==> config.mk <==
export PLATFORM = sky130hd
export DESIGN_NAME = exp_golomb_codeword_decoder_top
export DESIGN_NICKNAME = d
export VERILOG_FILES = /design/src/design/egd_pkg.sv /design/src/design/exp_golomb_codeword_decoder_top.sv /design/src/design/egd_decode.sv
export SDC_FILE = /design/constraint.sdc
export NUM_CORES = 1
export LEC_CHECK = 0
export ABC_AREA = 1
export BUFFER_PORTS_ARGS = -buffer_cell sky130_fd_sc_hd__buf_2
export CORE_MARGIN = 2
export CORE_UTILIZATION = 55
export DETAILED_ROUTE_END_ITERATION = 16
export PLACE_DENSITY = 0.78
export SLEW_MARGIN = 20
export SYNTH_ARGS = -nofsm -noshare
export SYNTH_HDL_FRONTEND = slang
export SYNTH_SLANG_ARGS = --single-unit
==> constraint.sdc <==
create_clock -name i_clk -period 4.98 [get_ports i_clk]
set_input_delay 0.498 -clock i_clk [delete_from_list [all_inputs] [get_ports i_clk]]
set_output_delay 0.498 -clock i_clk [all_outputs]
set_load 0.01 [all_outputs]
==> src/design/egd_pkg.sv <==
`default_nettype none

package egd_pkg;

    // Fixed field widths
    localparam int WINDOW_BITS     = 32;
    localparam int MAX_PREFIX_DEF  = 15;
    localparam int VALUE_BITS      = 17;
    localparam int LEN_BITS        = 5;
    localparam int CAT_BITS        = 2;

    // Mapping modes
    typedef enum logic [1:0] {
        OP_UE = 2'd0,
        OP_SE = 2'd1,
        OP_ME = 2'd2,
        OP_TE = 2'd3
    } t_op;

    // Chroma array types that select the large coded-block-pattern table
    localparam logic [CAT_BITS-1:0] CAT_420   = 2'd1;
    localparam logic [CAT_BITS-1:0] CAT_422   = 2'd2;
    localparam logic [CAT_BITS-1:0] CAT_RESET = CAT_420;

    // Table sizes
    localparam int CBP_BIG   = 48;
    localparam int CBP_SMALL = 16;

    typedef struct packed {
        t_op                    op;
        logic [WINDOW_BITS-1:0] bit_window;
        logic                   is_inter;
        logic                   te_single_bit;
    } t_eg_item;

    typedef struct packed {
        logic signed [VALUE_BITS-1:0] value;
        logic [LEN_BITS-1:0]          code_length;
        logic                         error;
    } t_eg_result;

    // Coded-block-pattern maps, intra and inter columns
    localparam logic [5:0] CBP48_INTRA [CBP_BIG] = '{
        6'd47, 6'd31, 6'd15, 6'd0,  6'd23, 6'd27, 6'd29, 6'd30,
        6'd7,  6'd11, 6'd13, 6'd14, 6'd39, 6'd43, 6'd45, 6'd46,
        6'd16, 6'd3,  6'd5,  6'd10, 6'd12, 6'd19, 6'd21, 6'd26,
        6'd28, 6'd35, 6'd37, 6'd42, 6'd44, 6'd1,  6'd2,  6'd4,
        6'd8,  6'd17, 6'd18, 6'd20, 6'd24, 6'd6,  6'd9,  6'd22,
        6'd25, 6'd32, 6'd33, 6'd34, 6'd36, 6'd40, 6'd38, 6'd41
    };

    localparam logic [5:0] CBP48_INTER [CBP_BIG] = '{
        6'd0,  6'd16, 6'd1,  6'd2,  6'd4,  6'd8,  6'd32, 6'd3,
        6'd5,  6'd10, 6'd12, 6'd15, 6'd47, 6'd7,  6'd11, 6'd13,
        6'd14, 6'd6,  6'd9,  6'd31, 6'd35, 6'd37, 6'd42, 6'd44,
        6'd33, 6'd34, 6'd36, 6'd40, 6'd39, 6'd43, 6'd45, 6'd46,
        6'd17, 6'd18, 6'd20, 6'd24, 6'd19, 6'd21, 6'd26, 6'd28,
        6'd23, 6'd27, 6'd29, 6'd30, 6'd22, 6'd25, 6'd38, 6'd41
    };

    localparam logic [3:0] CBP16_INTRA [CBP_SMALL] = '{
        4'd15, 4'd0, 4'd7,  4'd11, 4'd13, 4'd14, 4'd3, 4'd5,
        4'd10, 4'd12, 4'd1, 4'd2,  4'd4,  4'd8,  4'd6, 4'd9
    };

    localparam logic [3:0] CBP16_INTER [CBP_SMALL] = '{
        4'd0, 4'd1,  4'd2, 4'd4,  4'd8,  4'd3,  4'd5, 4'd10,
        4'd12, 4'd15, 4'd7, 4'd11, 4'd13, 4'd14, 4'd6, 4'd9
    };

endpackage

`default_nettype wire

==> src/design/exp_golomb_codeword_decoder_top.sv <==
`default_nettype none

// Exp-Golomb codeword decoder (ue/se/me/te), one codeword per item.
// Pipeline: input register, then leading-zero count and table lookup into the result
// register, which drives o_strobe and o_result.
// Throughput: one item per cycle; busy stays low and the receiver cannot stall.
// Reset (synchronous, active low) clears the valid flags and sets chroma_array_type to 1.

module exp_golomb_codeword_decoder_top #(
    parameter int MAX_PREFIX = egd_pkg::MAX_PREFIX_DEF
) (
    input  wire logic                          i_clk,
    input  wire logic                          i_rst_n,
    input  wire logic                          start,
    output logic                               busy,
    input  wire egd_pkg::t_eg_item             i_item,
    output logic                               o_strobe,
    output egd_pkg::t_eg_result                o_result,
    input  wire logic                          i_cfg_valid,
    output logic                               o_cfg_ready,
    input  wire logic [egd_pkg::CAT_BITS-1:0]  i_cfg_data
);
    import egd_pkg::*;

    logic [CAT_BITS-1:0] r_cat;
    logic                r_in_valid;
    t_eg_item            r_in;
    logic                r_out_valid;
    t_eg_result          r_out;
    t_eg_result          n_out;
    logic                accept;

    assign busy        = 1'b0;
    assign o_cfg_ready = 1'b1;
    assign accept      = start && !busy;

    // Configuration register
    always_ff @(posedge i_clk) begin
        if (!i_rst_n) begin
            r_cat <= CAT_RESET;
        end else if (i_cfg_valid && o_cfg_ready) begin
            r_cat <= i_cfg_data;
        end
    end

    // Input register
    always_ff @(posedge i_clk) begin
        if (!i_rst_n) begin
            r_in_valid <= 1'b0;
        end else begin
            r_in_valid <= accept;
        end
    end

    always_ff @(posedge i_clk) begin
        if (accept) begin
            r_in <= i_item;
        end
    end

    egd_decode #(
        .MAX_PREFIX (MAX_PREFIX)
    ) u_decode (
        .i_item              (r_in),
        .i_chroma_array_type (r_cat),
        .o_result            (n_out)
    );

    // Result register
    always_ff @(posedge i_clk) begin
        if (!i_rst_n) begin
            r_out_valid <= 1'b0;
        end else begin
            r_out_valid <= r_in_valid;
        end
    end

    always_ff @(posedge i_clk) begin
        if (r_in_valid) begin
            r_out <= n_out;
        end
    end

    assign o_strobe = r_out_valid;
    assign o_result = r_out;

endmodule

`default_nettype wire

==> src/design/egd_decode.sv <==
`default_nettype none

module egd_decode #(
    parameter int MAX_PREFIX = egd_pkg::MAX_PREFIX_DEF
) (
    input  wire egd_pkg::t_eg_item             i_item,
    input  wire logic [egd_pkg::CAT_BITS-1:0]  i_chroma_array_type,
    output egd_pkg::t_eg_result                o_result
);
    import egd_pkg::*;

    localparam int ZW = $clog2(WINDOW_BITS + 1);
    localparam int LW = ZW + 1;

    logic [ZW-1:0]          zeros;
    logic [LW-1:0]          len;
    logic [LW-1:0]          shamt;
    logic [WINDOW_BITS-1:0] shifted;
    logic [VALUE_BITS-1:0]  code_num;
    logic [VALUE_BITS-1:0]  k_half;
    logic                   prefix_err;
    logic                   big_table;
    logic [VALUE_BITS-1:0]  me_val;
    logic                   me_err;

    // Leading-zero count: highest set bit wins
    always_comb begin
        zeros = ZW'(WINDOW_BITS);
        for (int i = 0; i < WINDOW_BITS; i++) begin
            if (i_item.bit_window[i]) begin
                zeros = ZW'(WINDOW_BITS - 1 - i);
            end
        end
    end

    // Codeword length, prefix check, codeNum = (top len bits) - 1
    assign len        = {zeros, 1'b1};
    assign prefix_err = (zeros > ZW'(MAX_PREFIX)) || (len > LW'(WINDOW_BITS));
    assign shamt      = LW'(WINDOW_BITS) - len;
    assign shifted    = i_item.bit_window >> shamt;
    assign code_num   = VALUE_BITS'(shifted) - VALUE_BITS'(1);
    assign k_half     = code_num >> 1;

    // me mapping through the coded-block-pattern table
    assign big_table = (i_chroma_array_type == CAT_420) || (i_chroma_array_type == CAT_422);

    always_comb begin
        me_val = '0;
        me_err = 1'b0;
        if (big_table) begin
            if (code_num > VALUE_BITS'(CBP_BIG - 1)) begin
                me_err = 1'b1;
            end else if (i_item.is_inter) begin
                me_val = VALUE_BITS'(CBP48_INTER[code_num[5:0]]);
            end else begin
                me_val = VALUE_BITS'(CBP48_INTRA[code_num[5:0]]);
            end
        end else begin
            if (code_num > VALUE_BITS'(CBP_SMALL - 1)) begin
                me_err = 1'b1;
            end else if (i_item.is_inter) begin
                me_val = VALUE_BITS'(CBP16_INTER[code_num[3:0]]);
            end else begin
                me_val = VALUE_BITS'(CBP16_INTRA[code_num[3:0]]);
            end
        end
    end

    // Mode select
    always_comb begin
        o_result.value       = '0;
        o_result.code_length = '0;
        o_result.error       = 1'b0;
        if (i_item.op == OP_TE && i_item.te_single_bit) begin
            // one-bit range: inverted first bit
            o_result.value       = {{(VALUE_BITS-1){1'b0}}, ~i_item.bit_window[WINDOW_BITS-1]};
            o_result.code_length = LEN_BITS'(1);
        end else if (prefix_err) begin
            o_result.error = 1'b1;
        end else begin
            unique case (i_item.op) inside
                OP_SE: begin
                    o_result.code_length = len[LEN_BITS-1:0];
                    if (code_num[0]) begin
                        o_result.value = k_half + VALUE_BITS'(1);
                    end else begin
                        o_result.value = VALUE_BITS'(0) - k_half;
                    end
                end
                OP_ME: begin
                    if (me_err) begin
                        o_result.error = 1'b1;
                    end else begin
                        o_result.value       = me_val;
                        o_result.code_length = len[LEN_BITS-1:0];
                    end
                end
                OP_UE, OP_TE: begin
                    o_result.value       = code_num;
                    o_result.code_length = len[LEN_BITS-1:0];
                end
                default: begin
                    o_result.error = 1'b1;
                end
            endcase
        end
    end

endmodule

`default_nettype wire

==> impl_metrics.csv, run 1 <==
group,metric,value,unit
status,outcome,"finished with violations",
status,failed_checks,"negative setup slack",
drt,via_per_inst,6.04,
final_layout,drive_gt1_share,28.4,%
power_and_ir_drop,p_leak,4.30,nW
critical_path,worstReg2RegEnd,"o_result[6]$_DFFE_PP_",
final_layout,fin_nets,1266,
global_route,met1_usage,45.3,%
run,maxCapViolations,0,
clock_tree,clock_latency,0.35,ns
drt,vias,8189,
yosys,ys.flop_type,"edfxtp_1",
drt,dr.first_iter.drc_count,1353,
placement,place_hpwl,15.0,mm
worst_hold_path,worst_hold_path_type,"in2reg",
critical_path,worstPathMaxFanout,7,
yosys,synth_nets,1150,
clock_tree,tritoncts,"built",
critical_path,criticalPathCategory,"reg2reg",
clock_tree,clock_path_buffers,2,
placement,io_buffers,65,
die,die_w,115,um
yosys,syn_area,6730,um^2
sta,drv_slew,0,
critical_path,r2r_slack,-0.05,ns
power_and_ir_drop,power_density,311,nW/um^2
die,core,12000,um^2
global_route,track_usage,31.8,%
global_route,grt.met3_usage,6.25,%
drt,wl_per_cell,17.4,um
die,rows,40,
clock_tree,htreeDepth,3,
sta,skew,0.0148,ns
die,io_pins,68,
yosys,syn_inst,1088,
global_route,grt_pass1_wl,33.1,mm
global_route,grtUsageMet2,48.5,%
drt,drc,0,
sta,finalCriticalPeriod,5.03,ns
critical_path,cpMostUsedCell,"nand2_1",
sta,finalSetupViolCount,4,
power_and_ir_drop,peakVddDrop,0.278,mV
sta,period_share,101,%
global_route,grt_max_degree,38,
placement,place.gp.congestion,0.968,
global_route,antenna_found_initial,0,
critical_path,crit-reg2reg-launch,"r_in[3]$_DFFE_PP_",
yosys,netlist-cell-type-count,41,
drt,detail-route-antenna-nets,0,
yosys,post_synth.cell_area_avg,6.18,um^2
placement,dp.cells,1302,
final_layout,area_delta_synth_final,30.7,%
sta,rsz0062_at_grt,"yes",
clock_tree,numCtsBuffers,9,
sta,worst_pin_slew,0.951,ns
critical_path,arrival,5.11,ns
final_layout,stdcell_count,1356,
die,die-area,13100,um^2
critical_path,rr_worst_depth,54,
sta,slew_headroom,36.5,%
drt,routed_wl,23.6,mm
critical_path,worstSetupEndpoint,"o_result[6]$_DFFE_PP_",
sta,setup_slack,-0.0534,ns
die,start_util,56.2,%
sta,setup_tns,-0.0935,ns
clock_tree,clock_sinks,63,
critical_path,cp_slowest_cell,"edfxtp_1",
global_route,overflow,0,
sta,hold_violations,0,
final_layout,fillCellCount,869,
clock_tree,root_buffer,"clkbuf_16",
yosys,synthArstFlopShare,0,%
critical_path,worstSetupEndpointType,"flip-flop",
critical_path,start_kind,"flip-flop",
die,die_h,115,um
clock_tree,cts.clk_slew.worst_paths,0.06,ns
critical_path,cp.required,5.06,ns
drt,drt_pass1_iterations,9,
yosys,ys_seq_area_share,27.5,%
yosys,synth_edf_count,59,
final_layout,antenna_cells,0,
critical_path,critPathMaxStageDelay,0.39,ns
yosys,synth_seq_cells,63,
global_route,grt_pass1_vias,6754,
yosys,synth_warnings,0,
critical_path,cp-startpoint,"r_in[3]$_DFFE_PP_",
sta,fmax,199,MHz
global_route,grt_busiest_layer,"met2",
[through the flow]
stage               area (um^2)  utilization (%)  hold WS (ns)  total power [mW]  setup slack, ns
finish                     8800             73.5         0.321              2.73          -0.0534
global route               8800             73.5         0.314              2.87           -0.469
CTS                        7720             64.6         0.315              2.40           0.0205
detailed placement         7400             61.9         0.489              1.72           0.0305
global placement           7400             61.9         0.467              1.72           0.0339
floorplan                  6730                -         0.449              1.40            0.100
[layout make-up]
| type | count | area [um^2] | share of cell area (%) |
|---|---|---|---|
| multi-input cells | 856 | 4810 | 54.7 |
| clock inverters | 6 | 85.1 | 0.967 |
| clock buffers | 10 | 229 | 2.60 |
| inverters | 129 | 498 | 5.66 |
| well taps | 147 | 184 | 2.09 |
| flip-flops and latches | 63 | 1850 | 21.1 |
| repair buffers | 145 | 1140 | 12.9 |
[timing repair]
action | in CTS | in global routing
cloned | 0 | 8
hold buffers | 0 | 0
buffers inserted | 0 | 30
endpoints found under the setup margin | 4 | 23
resized for setup | 1 | 182
pin swaps | 0 | 66
[worst max-delay path, delay by kind of cell (launching register included)]
| kind | cells | cell delay, ns |
|---|---|---|
| compound gates | 1 | 0.17 |
| fa+ha+maj | 2 | 0.39 |
| buf+inv | 4 | 0.42 |
| flops | 1 | 0.39 |
| simple gates | 47 | 3.39 |
[layer usage]
metal  up-vias  part of all wire [%]
met5         -                     0
met4         0                   4.1
met3       102                    11
met2       628                    45
met1      3636                    40
li1       3823                     -
[report_power, final]
| group | total [mW] | switching (mW) | internal (mW) |
|---|---|---|---|
| combinational | 1.40 | 0.879 | 0.518 |
| clock | 0.673 | 0.237 | 0.436 |
| sequential | 0.662 | 0.0263 | 0.635 |
[synthesized netlist by cell type, types with 2 or more instances]
cell	count	area (um^2)
nor2_1	90	338
nand3_2	11	110
inv_2	9	33.8
inv_1	116	435
edfxtp_1	59	1770
nor2_2	8	50.1
nand2_2	20	125
buf_2	13	65.1
a21oi_1	35	175
o22ai_1	3	18.8
nor3_1	5	25.0
o21ai_1	9	45.0
o21ai_0	29	145
nand4_1	18	113
o211ai_1	8	60.1
a31oi_1	4	25.0
ha_1	20	250
conb_1	2	7.51
nor2_4	5	56.3
nor4_1	5	31.3
nand2_1	350	1310
nand3b_1	7	52.6
dfxtp_1	4	80.1
clkbuf_1	17	63.8
nand2_4	6	67.6
nand3_1	206	1030
clkinv_1	4	15.0
buf_4	7	52.6
buf_6	6	67.6
[kinds of logic (layout without fill, tap and decap cells)]
group / after synthesis / after routing / share of synthesized area (%)
compound gates: 95 / 95 / 7.83
xor+xnor: 1 / 1 / 0.130
fa+ha+maj: 20 / 20 / 3.72
buf+inv: 173 / 290 / 11.0
flops: 63 / 63 / 27.5
other cells: 2 / 2 / 0.112
simple gates: 734 / 738 / 49.7
[worst min path at each step]
stage                                      from                     to  slack [ns]  cells past startpoint
final                                i_item[32]     r_in[32]$_DFFE_PP_        0.32                      1
after global placement    r_cat[0]$_SDFFE_PN1P_  r_cat[0]$_SDFFE_PN1P_        0.47                      2
after detailed placement  r_cat[0]$_SDFFE_PN1P_  r_cat[0]$_SDFFE_PN1P_        0.49                      2
after CTS                            i_item[32]     r_in[32]$_DFFE_PP_        0.32                      1
after global routing                 i_item[24]     r_in[24]$_DFFE_PP_        0.31                      1
after floorplan           r_cat[0]$_SDFFE_PN1P_  r_cat[0]$_SDFFE_PN1P_        0.45                      2
[state kept, by name (all words and copies together) (netlist names)]
signal      flops
r_cat           2
o_strobe        1
r_in           36
r_in_valid      1
o_result       23
[placed cells by master (no fill, tap or decap), drive strengths merged]
| cell | netlist | routed |
|---|---|---|
| nand2 | 377 | 381 |
| nand3 | 217 | 217 |
| buf | 27 | 141 |
| inv | 125 | 125 |
| nor2 | 103 | 103 |
| edfxtp | 59 | 59 |
| o21ai | 38 | 38 |
| a21oi | 35 | 35 |
| ha | 20 | 20 |
| nand4 | 18 | 18 |
| clkbuf | 17 | 14 |
| o211ai | 8 | 8 |
| nand3b | 7 | 7 |
| clkinv | 4 | 6 |
| nor4 | 5 | 5 |
| nor3 | 5 | 5 |
| a31oi | 4 | 4 |
| dfxtp | 4 | 4 |
| o22ai | 3 | 3 |
| clkinvlp | 0 | 2 |
| conb | 2 | 2 |
| bufinv | 0 | 2 |
| or2 | 2 | 2 |
| a311oi | 1 | 1 |
| o311ai | 1 | 1 |
| a32oi | 1 | 1 |
| o31ai | 1 | 1 |
| o21bai | 1 | 1 |
| xnor2 | 1 | 1 |
| a22oi | 1 | 1 |
| o32ai | 1 | 1 |
No activity file was read; power rests on OpenSTA's default activity.
==> inputs of run 2 (changes only) <==
--- a/config.mk
+++ b/config.mk
@@ -8,9 +8,9 @@
 export ABC_AREA = 1
 export BUFFER_PORTS_ARGS = -buffer_cell sky130_fd_sc_hd__buf_2
 export CORE_MARGIN = 2
-export CORE_UTILIZATION = 55
+export CORE_UTILIZATION = 45
 export DETAILED_ROUTE_END_ITERATION = 16
-export PLACE_DENSITY = 0.78
+export PLACE_DENSITY = 0.66
 export SLEW_MARGIN = 20
 export SYNTH_ARGS = -nofsm -noshare
 export SYNTH_HDL_FRONTEND = slang
==> run 2 against run 1 <==
The flow now finishes without violations; total power rose by 5.0%; final area rose by 7.7%; non-clock buffer count rose by 82.
==> impl_metrics.csv, run 2 (same netlist as run 1, synthesis figures left out) <==
group,metric,value,unit
sta,rsz0062_at_grt,"yes",
final_layout,drive_gt1_share,33.0,%
final_layout,fin_nets,1349,
critical_path,r2r_slack,0.08,ns
drt,drt_pass1_iterations,6,
final_layout,final_cell_mix,"nand2_1, nand3_1, buf_4",
final_layout,largest_reg_flops,36,
sta,period_share,98.4,%
placement,place.gp.congestion,0.988,
sta,finalCriticalPeriod,4.90,ns
global_route,grt_pass1_vias,7403,
clock_tree,clock_path_buffers,2,
die,io_pins,68,
drt,route.met3.wl,2.03,mm
final_layout,utilization,64.9,%
critical_path,critPathMaxStageDelay,0.40,ns
drt,dr.first_iter.drc_count,1112,
global_route,overflow,0,
drt,detail-route-antenna-nets,0,
die,die_w,126,um
worst_hold_path,worst_hold_path_type,"in2reg",
critical_path,arrival,5.07,ns
critical_path,cpMostUsedCell,"nand2_2",
final_layout,fin_area,9480,um^2
drt,wl_per_cell,16.4,um
clock_tree,clock_latency,0.37,ns
clock_tree,clock_sinks,63,
sta,hold_violations,0,
global_route,grt_pass1_wl,35.6,mm
drt,routed-wl-met2,10.8,mm
drt,route.layer.met1.wl,10.5,mm
sta,finalSetupViolCount,0,
final_layout,area_delta_synth_final,40.8,%
global_route,track_usage,27.6,%
die,core,14600,um^2
sta,drv_slew,0,
critical_path,start_kind,"flip-flop",
global_route,antenna_found_initial,0,
sta,slew_headroom,45.1,%
critical_path,criticalPathCategory,"reg2reg",
critical_path,cp.required,5.15,ns
clock_tree,tritoncts,"built",
sta,worst_pin_slew,0.822,ns
die,die_h,126,um
final_layout,largest_register,"r_in",
critical_path,cp_slowest_cell,"edfxtp_1",
sta,skew,0.0216,ns
drt,vias,8369,
clock_tree,root_buffer,"clkbuf_16",
drt,drc,0,
status,outcome,"completed",
placement,io_buffers,65,
final_layout,fillCellCount,1227,
clock_tree,postCtsHoldBufs,0,
die,die-area,15900,um^2
die,start_util,46.1,%
power_and_ir_drop,power,2.87,mW
drt,via_per_inst,5.67,
sta,finalHoldWorstSlack,0.304,ns
clock_tree,numCtsBuffers,9,
sta,fmax,204,MHz
die,rows,44,
critical_path,worstSetupEndpointType,"flip-flop",
sta,setup_slack,0.0804,ns
global_route,grt_max_degree,38,
power_and_ir_drop,peakVddDrop,0.268,mV
critical_path,worstPathMaxFanout,32,
placement,placed_cell_area,8100,um^2
clock_tree,htreeDepth,3,
placement,pre_cts_ws,-0.0686,ns
clock_tree,cts.clk_slew.worst_paths,0.08,ns
drt,top_layer_used,"met4",
final_layout,layout_commonest_cell,"nand2_1",
run,maxCapViolations,0,
power_and_ir_drop,power_density,303,nW/um^2
power_and_ir_drop,p_leak,4.63,nW
final_layout,antenna_cells,0,
placement,place_hpwl,16.8,mm
drt,routed_wl,24.3,mm
-- run 2: final cells by class --
cell class / instances / area [um^2] / area share [%]
flip-flops and latches: 63 / 1850 / 19.6
inverters: 129 / 490 / 5.18
clock buffers: 9 / 225 / 2.38
multi-input cells: 857 / 4870 / 51.4
repair buffers: 227 / 1700 / 18.0
clock inverters: 7 / 105 / 1.11
well taps: 184 / 230 / 2.43
-- run 2: path summary, 6_finish.rpt --
path	start	cells after the start	end
min reg2reg	r_cat[0]$_SDFFE_PN1P_	2	r_cat[0]$_SDFFE_PN1P_
max reg2reg	r_in[30]$_DFFE_PP_	35	o_result[17]$_SDFFCE_PP0P_
min	i_item[32]	1	r_in[32]$_DFFE_PP_
max	r_in[30]$_DFFE_PP_	35	o_result[17]$_SDFFCE_PP0P_
-- run 2: routing by layer --
layer,vias up,track usage (%)
met4,0,11.7
met3,86,6.24
met2,473,42.4
li1,3989,-
met1,3821,37.6
met5,-,0
-- run 2: where the power goes --
part           leakage, nW  internal [mW]  total [mW]  switching, mW
sequential           0.588          0.635       0.661         0.0262
combinational         3.89          0.597        1.49          0.895
clock                0.158          0.445       0.715          0.270
-- run 2: timing repair --
action                                  4_1_cts  5_1_grt
gates resized for setup                       5      177
gates cloned                                  1        5
pin swaps                                     0       62
endpoints found under the setup margin        6       23
buffers inserted                              1       27
-- run 2: worst max-delay path: cells and delay by family (launching register included) --
| kind | cells | cell delay (ns) |
|---|---|---|
| and+or+nand+nor | 21 | 2.47 |
| adders and majority gates | 2 | 0.52 |
| DFF | 1 | 0.40 |
| buffers and inverters | 9 | 0.94 |
| AOI/OAI and AO/OA | 3 | 0.38 |
-- run 2: stage by stage --
| step | TNS [ns] | cells |
|---|---|---|
| 3_3_place_gp | -0.565 | 1426 |
| 6_report | 0 | 1476 |
| 4_1_cts | 0 | 1444 |
| 3_5_place_dp | -0.208 | 1426 |
| 2_1_floorplan | 0 | 1088 |
| 5_1_grt | -5.83 | 1476 |
